[src/sv/kvlt_pkg.sv]
// Package for the key/value line tokenizer: result status codes,
// character constants and character class functions.
// No dependencies.
package kvlt_pkg;

  typedef enum logic [1:0] {
    ST_STRING = 2'd0,
    ST_NUMBER = 2'd1,
    ST_END    = 2'd2,
    ST_ERROR  = 2'd3
  } status_e;

  localparam logic [7:0] CH_NUL    = 8'h00;
  localparam logic [7:0] CH_DOLLAR = 8'h24;
  localparam logic [7:0] CH_UNDER  = 8'h5F;
  localparam logic [7:0] CH_DOT    = 8'h2E;
  localparam logic [7:0] CH_DASH   = 8'h2D;
  localparam logic [7:0] CH_COLON  = 8'h3A;
  localparam logic [7:0] CH_LF     = 8'h0A;
  localparam logic [7:0] CH_CR     = 8'h0D;
  localparam logic [7:0] CH_TAB    = 8'h09;
  localparam logic [7:0] CH_SPACE  = 8'h20;
  localparam logic [7:0] CH_SQUOTE = 8'h27;
  localparam logic [7:0] CH_DQUOTE = 8'h22;

  function automatic logic is_space(input logic [7:0] c);
    return (c == CH_LF) || (c == CH_TAB) || (c == CH_SPACE) || (c == CH_CR);
  endfunction

  function automatic logic is_key_begin(input logic [7:0] c);
    return ((c >= 8'h41) && (c <= 8'h5A)) || ((c >= 8'h61) && (c <= 8'h7A)) ||
           (c == CH_DOLLAR) || (c == CH_UNDER);
  endfunction

  function automatic logic is_num(input logic [7:0] c);
    return ((c >= 8'h30) && (c <= 8'h39)) || (c == CH_DOLLAR) ||
           (c == CH_DOT) || (c == CH_DASH);
  endfunction

  function automatic logic is_key_char(input logic [7:0] c);
    return is_key_begin(c) || is_num(c);
  endfunction

endpackage

[src/sv/key_value_line_tokenizer.sv]
// Key/value line tokenizer: one character per cycle while not stalled, one record per pair, error or end of stream.
// Output: a record is registered and shows in the cycle after the character that ends it.
// Throughput: one character per clock, stalled only while a record waits unread.
// Reset (rst_ni, async, active low): tokenizer between pairs at position zero,
// output register empty.
// Depends on kvlt_pkg.
module key_value_line_tokenizer
  import kvlt_pkg::*;
#(
  parameter int MAX_SOURCE_BYTES = 65536
) (
  input  logic        clk_i,
  input  logic        rst_ni,
  // character channel
  input  logic        in_valid_i,
  output logic        in_stall_o,
  input  logic [7:0]  in_char_i,
  // record channel
  output logic        out_valid_o,
  input  logic        out_stall_i,
  output logic [1:0]  status_o,
  output logic [15:0] key_offset_o,
  output logic [15:0] key_length_o,
  output logic [15:0] value_offset_o,
  output logic [15:0] value_length_o,
  output logic        end_of_input_o
);

  // Positions are capped at 64K since the offset fields are 16 bits wide.
  localparam int Limit = (MAX_SOURCE_BYTES < 65536) ? MAX_SOURCE_BYTES : 65536;
  localparam int PosW  = $clog2(Limit + 1);
  localparam logic [PosW-1:0] LimitPos = PosW'(Limit);

  // Tokenizer phases
  localparam logic [2:0] PH_BETWEEN  = 3'd0;
  localparam logic [2:0] PH_KEY      = 3'd1;
  localparam logic [2:0] PH_PRECOLON = 3'd2;
  localparam logic [2:0] PH_PREVALUE = 3'd3;
  localparam logic [2:0] PH_QUOTED   = 3'd4;
  localparam logic [2:0] PH_NUMBER   = 3'd5;
  localparam logic [2:0] PH_LINE     = 3'd6;
  localparam logic [2:0] PH_DISCARD  = 3'd7;

  logic [2:0]      phase_q, phase_d;
  logic [PosW-1:0] pos_q, pos_d;
  logic [PosW-1:0] key_start_q, key_start_d;
  logic [PosW-1:0] key_len_q, key_len_d;
  logic [PosW-1:0] value_start_q, value_start_d;
  logic            quote_q, quote_d;   // 1: single quote, 0: double quote

  logic            in_acc;
  logic            emit;
  status_e         st;
  logic [PosW-1:0] ko, kl, vo, vl;
  logic            eoi;
  logic [PosW-1:0] p;
  logic [7:0]      c;

  logic            out_valid_q, out_valid_d;
  status_e         status_q;
  logic [15:0]     key_offset_q, key_length_q, value_offset_q, value_length_q;
  logic            eoi_q;

  // A character is taken unless a finished record sits unread at the output.
  assign in_stall_o = out_valid_q && out_stall_i;
  assign in_acc     = in_valid_i && !in_stall_o;

  assign c = in_char_i;
  assign p = pos_q;

  // One step of the tokenizer for the character at the input.
  always_comb begin
    phase_d       = phase_q;
    pos_d         = pos_q;
    key_start_d   = key_start_q;
    key_len_d     = key_len_q;
    value_start_d = value_start_q;
    quote_d       = quote_q;
    emit          = 1'b0;
    st            = ST_END;
    ko            = '0;
    kl            = '0;
    vo            = '0;
    vl            = '0;
    eoi           = 1'b0;

    if (phase_q == PH_DISCARD) begin
      // Drop everything up to the zero byte, which closes the stream.
      if (c == CH_NUL) begin
        emit    = 1'b1;
        st      = ST_END;
        eoi     = 1'b1;
        phase_d = PH_BETWEEN;
        pos_d   = '0;
      end
    end else if (pos_q >= LimitPos) begin
      // Overflow: any byte past the position limit is an error.
      emit = 1'b1;
      st   = ST_ERROR;
      eoi  = (c == CH_NUL);
      if (c == CH_NUL) begin
        phase_d = PH_BETWEEN;
        pos_d   = '0;
      end else begin
        phase_d = PH_DISCARD;
      end
    end else begin
      pos_d = pos_q + PosW'(1);
      unique case (phase_q) inside
        PH_BETWEEN: begin
          if (is_space(c)) begin
            // skip
          end else if (c == CH_NUL) begin
            emit    = 1'b1;
            st      = ST_END;
            eoi     = 1'b1;
            phase_d = PH_BETWEEN;
            pos_d   = '0;
          end else if (is_key_begin(c)) begin
            key_start_d = p;
            phase_d     = PH_KEY;
          end else begin
            emit    = 1'b1;
            st      = ST_ERROR;
            phase_d = PH_DISCARD;
          end
        end
        PH_KEY, PH_PRECOLON: begin
          if (phase_q == PH_KEY && c != CH_NUL && is_key_char(c)) begin
            // key goes on
          end else begin
            if (phase_q == PH_KEY) key_len_d = p - key_start_q;
            if (is_space(c)) begin
              phase_d = PH_PRECOLON;
            end else if (c == CH_COLON) begin
              phase_d = PH_PREVALUE;
            end else begin
              emit = 1'b1;
              st   = ST_ERROR;
              eoi  = (c == CH_NUL);
              if (c == CH_NUL) begin
                phase_d = PH_BETWEEN;
                pos_d   = '0;
              end else begin
                phase_d = PH_DISCARD;
              end
            end
          end
        end
        PH_PREVALUE: begin
          if (is_space(c)) begin
            // skip
          end else if (c == CH_NUL) begin
            emit    = 1'b1;
            st      = ST_ERROR;
            eoi     = 1'b1;
            phase_d = PH_BETWEEN;
            pos_d   = '0;
          end else if (c == CH_DQUOTE || c == CH_SQUOTE) begin
            quote_d       = (c == CH_SQUOTE);
            value_start_d = p + PosW'(1);
            phase_d       = PH_QUOTED;
          end else begin
            value_start_d = p;
            phase_d       = is_num(c) ? PH_NUMBER : PH_LINE;
          end
        end
        PH_QUOTED: begin
          if (c == CH_NUL) begin
            emit    = 1'b1;
            st      = ST_ERROR;
            eoi     = 1'b1;
            phase_d = PH_BETWEEN;
            pos_d   = '0;
          end else if ((quote_q && c == CH_SQUOTE) || (!quote_q && c == CH_DQUOTE)) begin
            emit    = 1'b1;
            st      = ST_STRING;
            ko      = key_start_q;
            kl      = key_len_q;
            vo      = value_start_q;
            vl      = p - value_start_q;
            phase_d = PH_BETWEEN;
          end
        end
        PH_NUMBER: begin
          if (is_num(c)) begin
            // number goes on
          end else if (c == CH_NUL || is_space(c) || is_key_begin(c)) begin
            emit = 1'b1;
            st   = ST_NUMBER;
            ko   = key_start_q;
            kl   = key_len_q;
            vo   = value_start_q;
            vl   = p - value_start_q;
            eoi  = (c == CH_NUL);
            phase_d = PH_BETWEEN;
            if (c == CH_NUL) begin
              pos_d = '0;
            end else if (is_key_begin(c)) begin
              // The terminating byte opens the next key right away.
              key_start_d = p;
              phase_d     = PH_KEY;
            end
          end else begin
            emit    = 1'b1;
            st      = ST_ERROR;
            phase_d = PH_DISCARD;
          end
        end
        PH_LINE: begin
          if (c == CH_NUL || c == CH_LF || c == CH_CR) begin
            emit    = 1'b1;
            st      = ST_STRING;
            ko      = key_start_q;
            kl      = key_len_q;
            vo      = value_start_q;
            vl      = p - value_start_q;
            eoi     = (c == CH_NUL);
            phase_d = PH_BETWEEN;
            if (c == CH_NUL) pos_d = '0;
          end
        end
        default: begin
          phase_d = PH_BETWEEN;
        end
      endcase
    end
  end

  // Output word: load on a record, clear once taken.
  assign out_valid_d = (in_acc && emit) ? 1'b1 : (out_stall_i ? out_valid_q : 1'b0);

  always_ff @(posedge clk_i or negedge rst_ni) begin
    if (!rst_ni) begin
      phase_q       <= PH_BETWEEN;
      pos_q         <= '0;
      key_start_q   <= '0;
      key_len_q     <= '0;
      value_start_q <= '0;
      quote_q       <= 1'b0;
      out_valid_q   <= 1'b0;
    end else begin
      out_valid_q <= out_valid_d;
      if (in_acc) begin
        phase_q       <= phase_d;
        pos_q         <= pos_d;
        key_start_q   <= key_start_d;
        key_len_q     <= key_len_d;
        value_start_q <= value_start_d;
        quote_q       <= quote_d;
      end
    end
  end

  // Payload holds while stalled; no reset needed.
  always_ff @(posedge clk_i) begin
    if (in_acc && emit) begin
      status_q       <= st;
      key_offset_q   <= 16'(ko);
      key_length_q   <= 16'(kl);
      value_offset_q <= 16'(vo);
      value_length_q <= 16'(vl);
      eoi_q          <= eoi;
    end
  end

  assign out_valid_o    = out_valid_q;
  assign status_o       = status_q;
  assign key_offset_o   = key_offset_q;
  assign key_length_o   = key_length_q;
  assign value_offset_o = value_offset_q;
  assign value_length_o = value_length_q;
  assign end_of_input_o = eoi_q;

  // Assertions
  a_stall_needs_word: assert property (@(posedge clk_i) disable iff (!rst_ni)
    in_stall_o |-> out_valid_o)
    else $error("input stalled with no output word pending");

  a_pos_in_range: assert property (@(posedge clk_i) disable iff (!rst_ni)
    pos_q <= LimitPos)
    else $error("position ran past limit");

  a_end_marks_eoi: assert property (@(posedge clk_i) disable iff (!rst_ni)
    (out_valid_o && status_o == ST_END) |-> end_of_input_o)
    else $error("end record without end_of_input");

  a_nonpair_zero: assert property (@(posedge clk_i) disable iff (!rst_ni)
    (out_valid_o && (status_o == ST_END || status_o == ST_ERROR)) |->
      (key_offset_o == 16'd0 && key_length_o == 16'd0 &&
       value_offset_o == 16'd0 && value_length_o == 16'd0))
    else $error("end or error record carries offsets");

  a_eoi_restarts: assert property (@(posedge clk_i) disable iff (!rst_ni)
    (in_acc && emit && eoi) |=> (pos_q == '0 && phase_q == PH_BETWEEN))
    else $error("zero byte did not restart the stream");

endmodule
[config.mk]
export PLATFORM = sky130hd
export DESIGN_NAME = key_value_line_tokenizer
export DESIGN_NICKNAME = d
export VERILOG_FILES = /design/src/sv/kvlt_pkg.sv /design/src/sv/key_value_line_tokenizer.sv
export SDC_FILE = /design/constraint.sdc
export NUM_CORES = 1
export LEC_CHECK = 0
export ABC_CLOCK_PERIOD_IN_PS = 5800
export BUFFER_PORTS_ARGS = -buffer_cell sky130_fd_sc_hd__buf_2
export CAP_MARGIN = 10
export CORE_MARGIN = 4
export CORE_UTILIZATION = 60
export DETAILED_ROUTE_END_ITERATION = 8
export GPL_TIMING_DRIVEN = 0
export PLACE_DENSITY_LB_ADDON = 0.08
export SETUP_SLACK_MARGIN = 0.05
export SLEW_MARGIN = 40
export SYNTH_ARGS = -nofsm -noshare
export SYNTH_HDL_FRONTEND = slang
export SYNTH_SLANG_ARGS = --single-unit
export TNS_END_PERCENT = 50
[constraint.sdc]
create_clock -name clk_i -period 5.8 [get_ports clk_i]
set_input_delay 0 -clock clk_i [delete_from_list [all_inputs] [get_ports clk_i]]
set_output_delay 0 -clock clk_i [all_outputs]
set_load 0.03 [all_outputs]
== Yosys cells after proc, flatten, opt, wreduce, memory -nomap -nowiden ==
Index checks and enable logic that the tools add are counted.

* Bits in registers: 138
* Latch bits: 0
* Memory bits (writable): 0
* Memory bits (read-only): 0
* Bits of input ports: 12
* Output and inout bits: 69
* Memories kept: 0

* Add/sub/neg operators: 3
* Multipliers: 0
* Divide/modulo/power cells: 0
* Order comparisons: 7
* Eq/ne operators: 29
* Shift operators: 0
* Mux-type cells: 106
* Bitwise gates (word level): 5
* Reductions and logical operators: 40

{| class="wikitable"
|+ Operators by type and width
! operator !! count
|-
| 16-bit two-way mux || 21
|-
| 17-bit two-way mux || 16
|-
| 16-bit case mux with 3 select lines || 4
|-
| 17-bit case mux with 5 select lines || 1
|-
| 8-bit by 6-bit equality test with 1-bit output (second input constant) || 7
|-
| 3-bit two-way mux || 17
|-
| 1-bit two-way mux || 34
|-
| 17-bit case mux with 2 select lines || 1
|-
| 16-bit subtractor || 2
|-
| 8-bit by 4-bit equality test with 1-bit output (second input constant) || 3
|-
| 3-bit case mux with 6 select lines || 1
|-
| 17-bit by 1-bit adder with 17-bit output (second input constant) || 1
|-
| 17-bit greater-or-equal comparator (second input constant) || 1
|-
| 8-bit by 7-bit greater-or-equal comparator with 1-bit output (second input constant) || 2
|-
| 8-bit by 7-bit less-or-equal comparator with 1-bit output (second input constant) || 2
|-
| 1-bit logical OR || 16
|-
| 2-bit two-way mux || 8
|-
| 4-bit != test (second input constant) || 4
|-
| 7-bit AND reduction || 2
|-
| 3-bit equality test (second input constant) || 4
|-
| 2-bit case mux with 6 select lines || 1
|-
| 6-bit AND reduction || 2
|-
| 1-bit logical AND || 10
|-
| 8-bit by 7-bit equality test with 1-bit output (second input constant) || 1
|-
| 17 further kinds || 29
|}

== Longest topological paths before layout ==
* Depth in word-level cells: 13
* Gate-level depth with buffers: 10

== Worst setup path after synthesis ==
OpenSTA, ideal clock, no wires.

* Path kind: register to register
* Start: register phase_q[1]
* End: register eoi_q, in the netlist end_of_input_o (enable)
* Setup time: 0.514 ns
* Arrival time: 4.679 ns
* Data required time: 5.286 ns
* Setup slack: 0.607 ns
* Cell stages (with the launch flop): 8
* Buffers on the path: 1
* Clock period less this slack: 5.193 ns
* Cell sequence: dfrtp_1 -> clkbuf_1 -> inv_1 -> nor4_1 -> o21ai_0 -> o22ai_1 -> a21oi_1 -> a21oi_1

* Cells in the longest elaborated chain, start to end: 8
* Elaborated cells between the ends (all ways): 16
* Classes of those cells: eq/ne (7); mux (4); reduce/logical (5)

{| class="wikitable"
|+ RTL lines
! item !! RTL line !! source
|-
| start: declaration || key_value_line_tokenizer.sv:44 || <nowiki>logic [2:0] phase_q, phase_d;</nowiki>
|-
| start signal: assignment || key_value_line_tokenizer.sv:245 || <nowiki>phase_q <= phase_d;</nowiki>
|-
| 3-bit by 1-bit equality test with 1-bit output || key_value_line_tokenizer.sv:129 || <nowiki>if (phase_q == PH_KEY && c != CH_NUL && is_key_char(c)) begin</nowiki>
|-
| 1-bit logical AND (2 in series) || key_value_line_tokenizer.sv:129 ||
|-
| 1-bit two-way mux || key_value_line_tokenizer.sv:129 ||
|-
| 1-bit case mux with 6 select lines || key_value_line_tokenizer.sv:109 || <nowiki>unique case (phase_q) inside</nowiki>
|-
| 1-bit two-way mux || key_value_line_tokenizer.sv:96 || <nowiki>end else if (pos_q >= LimitPos) begin</nowiki>
|-
| 1-bit two-way mux (*) || key_value_line_tokenizer.sv:87 || <nowiki>if (phase_q == PH_DISCARD) begin</nowiki>
|-
| 1-bit logical AND (*) || key_value_line_tokenizer.sv:257 || <nowiki>if (in_acc && emit) begin</nowiki>
|-
| end signal: assignment || key_value_line_tokenizer.sv:263 || <nowiki>eoi_q <= eoi;</nowiki>
|-
| end: declaration || key_value_line_tokenizer.sv:62 || <nowiki>logic eoi_q;</nowiki>
|}

Mark *: on every way between the ends. The rest lies on a longest branch, timed or not.
A chain may end at the register's enable or synchronous reset.

== Final worst setup path ==
* Start: register phase_q[1]
* End: register value_offset_q[11], in the netlist value_offset_o[11] (enable)

* Cells in the longest elaborated chain, start to end: 8
* Elaborated cells between the ends (all ways): 16
* Classes of those cells: eq/ne (7); mux (4); reduce/logical (5)

{| class="wikitable"
|+ RTL lines
! item !! RTL line !! source
|-
| 3-bit by 1-bit equality test with 1-bit output || key_value_line_tokenizer.sv:129 ||
|-
| 1-bit logical AND (2 in series) || key_value_line_tokenizer.sv:129 ||
|-
| 1-bit two-way mux || key_value_line_tokenizer.sv:129 ||
|-
| 1-bit case mux with 6 select lines || key_value_line_tokenizer.sv:109 ||
|-
| 1-bit two-way mux || key_value_line_tokenizer.sv:96 ||
|-
| 1-bit two-way mux (*) || key_value_line_tokenizer.sv:87 ||
|-
| 1-bit logical AND (*) || key_value_line_tokenizer.sv:257 ||
|-
| end signal: assignment || key_value_line_tokenizer.sv:261 || <nowiki>value_offset_q <= 16'(vo);</nowiki>
|-
| end: declaration || key_value_line_tokenizer.sv:61 || <nowiki>logic [15:0] key_offset_q, key_length_q, value_offset_q, value_length_q;</nowiki>
|}

Marks and branches as above.

==> results.py <==
metrics = {
    "detailed_routing": {
        "wl_met3_um": 1039,
        "wl_met2_um": 9485,
        "vias": 6216,
        "dr.pass1.iters": 6,
        "post_drt_wl_per_cell_um": 17.65,
        "drt-initial-drc-count": 467,
        "drt-total-wl_um": 18660,
        "avgViaCountPerCell": 5.881,
        "ant_nets": 0,
        "wl_met1_um": 7659,
        "drc": 0,
        "routed.top_layer": "met4",
    },
    "clock_network": {
        "hold_buffers": 5,
        "root_buffer": "clkbuf_16",
        "clockBufferDepth": 2,
        "clk_pin_slew_ns": 0.06,
        "cts_tree": "done",
        "cts_setup_buffers": 0,
        "ctsResizeCount": 0,
        "htreeDepth": 4,
        "clk_latency_ns": 0.42,
        "cts_sinks": 137,
        "cts_buffers": 17,
    },
    "logic_synthesis": {
        "synth_area_per_cell_um2": 10.18,
        "yosys_warnings": 0,
        "ys_seq_area_frac": 0.4828,
        "synth-compound-area-share": 0.1604,
        "yosysTopAreaCell": "edfxtp_1",
        "synthFlopType": "dfrtp_1",
        "synthMuxAreaShare": 0.03387,
        "synth_top_family_by_area": "simple AND/OR/NAND/NOR gates",
        "synth-seq-cells": 137,
        "synthesis.nets": 812,
        "ys_types": 79,
        "synthXorXnorAreaFrac": 0.04270,
        "synthSimpleGateAreaFrac": 0.1732,
        "syn_area_um2": 7795,
        "synth_async_sr_flop_share": 0.5109,
        "synth_area_leaders": "edfxtp_1, dfrtp_1, ha_1",
        "yosysTopAreaCellShare": 0.2581,
        "synth_edf_count": 67,
        "yosys.area_share.adder": 0.05778,
        "syn-instance-count": 766,
    },
    "critical_path": {
        "worstPathRequired_ns": 5.92,
        "worstRegToRegCells": 9,
        "ff2ff_setup_slack_ns": 2.81,
        "slowest_delay_ns": 0.47,
        "critPathMaxFanout": 20,
        "cp-endpoint": "value_offset_o[11]",
        "reg2reg_to": "value_offset_o[11]",
        "crit_top_cell": "buf_8",
        "r2r-start": "phase_q[1]",
        "cp.arrival_ns": 3.11,
        "path_class": "flop to flop",
        "cp-end-kind": "flop",
        "crit_start": "phase_q[1]",
        "cp_cell_sequence": "clkbuf_1 -> inv_1 -> nor4_1 -> o21ai_0 -> o22ai_1 -> a21oi_1 -> a21oi_4 -> buf_8 -> buf_8",
        "start_kind": "flop",
        "cpMaxStageDelayCell": "a21oi_4",
    },
    "die": {
        "die_y_um": 122.0,
        "die-area_um2": 14880,
        "row_count": 41,
        "initial_core_util": 0.6152,
        "core-area_um2": 12670,
        "die_w_um": 122.0,
        "io_pins": 81,
    },
    "finish": {
        "final_cell_mix": "buf_2, nor2_1, nand2_1",
        "final_common_cell": "buf_2",
        "final_nets": 918,
        "stdcell_count": 1057,
        "post-route-util": 0.7200,
        "diodes": 0,
        "design_area_um2": 9123,
        "layout-drive-gt1-share": 0.1989,
        "area_growth_pct": 17.03,
    },
    "power": {
        "p_total_uw": 4530,
        "powerDensity_nw_per_um2": 496.6,
        "p_leak_uw": 0.003754,
        "vdd_ir_drop_max_mv": 0.3269,
    },
    "timing": {
        "max_freq_mhz": 334.2,
        "worstMarginPinSlew_ns": 0.6977,
        "min_period_ns": 2.992,
        "rsz0062_at_grt": "false",
        "relSlewSlack": 0.5313,
        "fin_worst_skew_ns": 0.006715,
        "hold_viol": 0,
        "setup_viol": 0,
        "fin_crit_sh": 0.5158,
        "drv_slew": 0,
        "whs_ns": 0.01352,
    },
    "global_routing": {
        "grt_pass1_wl_um": 30810,
        "grt_use_total": 0.2654,
        "grt_pass1_vias": 6328,
        "grt_max_degree": 51,
        "overflow": 0,
        "antenna_found_initial": 0,
    },
    "run_status": {
        "outcome": "finished clean",
    },
    "flow_run": {
        "max_cap_violations": 0,
    },
    "placement": {
        "port_buffers": 78,
        "placedCellCount": 1020,
        "postPlaceCellArea_um2": 8491,
        "dp_hpwl_um": 13860,
        "place_congestion": 0.9522,
    },
    "worst_hold_path": {
        "hold_class": "input port to flop",
    },
}
[state kept, by name, summed over array words and instances (netlist names)]
| register | flops |
|---|---|
| value_length_o | 16 |
| key_len_q | 16 |
| end_of_input_o | 1 |
| quote_q | 1 |
| p | 17 |
| key_length_o | 16 |
| value_offset_o | 16 |
| value_start_q | 16 |
| out_valid_o | 1 |
| key_offset_o | 16 |
| status_o | 2 |
| key_start_q | 16 |
| phase_q | 3 |
[cells in the mapped netlist, types with 4 or more instances]
cell and count:
a21o_1 8, buf_2 4, a2111oi_0 4, inv_1 45, buf_4 10, o21ai_1 8, or3_1 4, and3_1 7
nor2_1 78, nand4_1 8, xnor2_1 16, nand3b_1 4, mux2_4 8, buf_6 4, xor2_1 22, ha_1 32
o31a_1 4, and2_1 27, o21ai_2 6, o31ai_1 7, nand3_1 11, nor3_1 11, or4_1 5, a31oi_1 10
a21boi_0 4, nor4_1 4, edfxtp_1 67, o21ai_0 62, mux2_2 11, a21oi_1 24, clkbuf_1 18, nand2_1 72
o211ai_1 6, o21a_1 9, nor2b_1 6, nand2b_1 8, dfrtp_1 70
[worst min path at each step]
stage | start | end | cells past startpoint | slack, ns
3_5_place_dp | rst_ni | out_valid_o | 1 | -0.13
3_3_place_gp | in_valid_i | out_valid_o | 3 | 0.35
6_report | in_char_i[0] | quote_q | 3 | 0.01
2_1_floorplan | rst_ni | key_len_q[0] | 0 | -0.30
4_1_cts | in_char_i[0] | quote_q | 3 | 0.002
5_1_grt | in_char_i[0] | quote_q | 3 | 0.02
[per-stage QoR]
stage	worst slack, ns	setup TNS (ns)
final	2.808	0
after global routing	2.557	0
after CTS	2.835	0
after detailed placement	2.840	0
after global placement	-0.7949	-52.74
after floorplan	0.6072	0
[logic make-up after synthesis]
family / Yosys count
buf+inv: 83
compound gates: 185
xor+xnor: 38
simple gates: 267
mux: 21
fa+ha+maj: 35
flops: 137
[routing by layer]
| metal | track usage | up-vias |
|---|---|---|
| li1 | - | 2953 |
| met1 | 0.3174 | 3031 |
| met2 | 0.4637 | 193 |
| met3 | 0.07057 | 39 |
| met4 | 0.09174 | 0 |
| met5 | 0 | - |
[worst max-delay path, delay by kind of cell (launching register included)]
family                 cells  cell delay [ns]
AOI/OAI and AO/OA          4             1.00
buffers and inverters      4             0.99
DFF                        1             0.38
and+or+nand+nor            1             0.28
[power breakdown]
part | switching [µW] | internal (µW) | leakage (µW) | total [µW]
clock network | 405 | 651 | 0.000283 | 1060
logic | 1280 | 722 | 0.00191 | 2010
registers | 125 | 1340 | 0.00157 | 1470
[area by class of cell]
type / count / area (µm²)
Buffer: 36 / 207.7
Clock buffer: 20 / 456.7
Clock inverter: 12 / 125.1
Fill cell: 961 / 3548
Inverter: 47 / 176.4
Multi-Input combinational cell: 546 / 3659
Sequential cell: 137 / 3764
Tap cell: 172 / 215.2
Timing Repair Buffer: 87 / 519.2
Power figures use the tool's default switching activity.
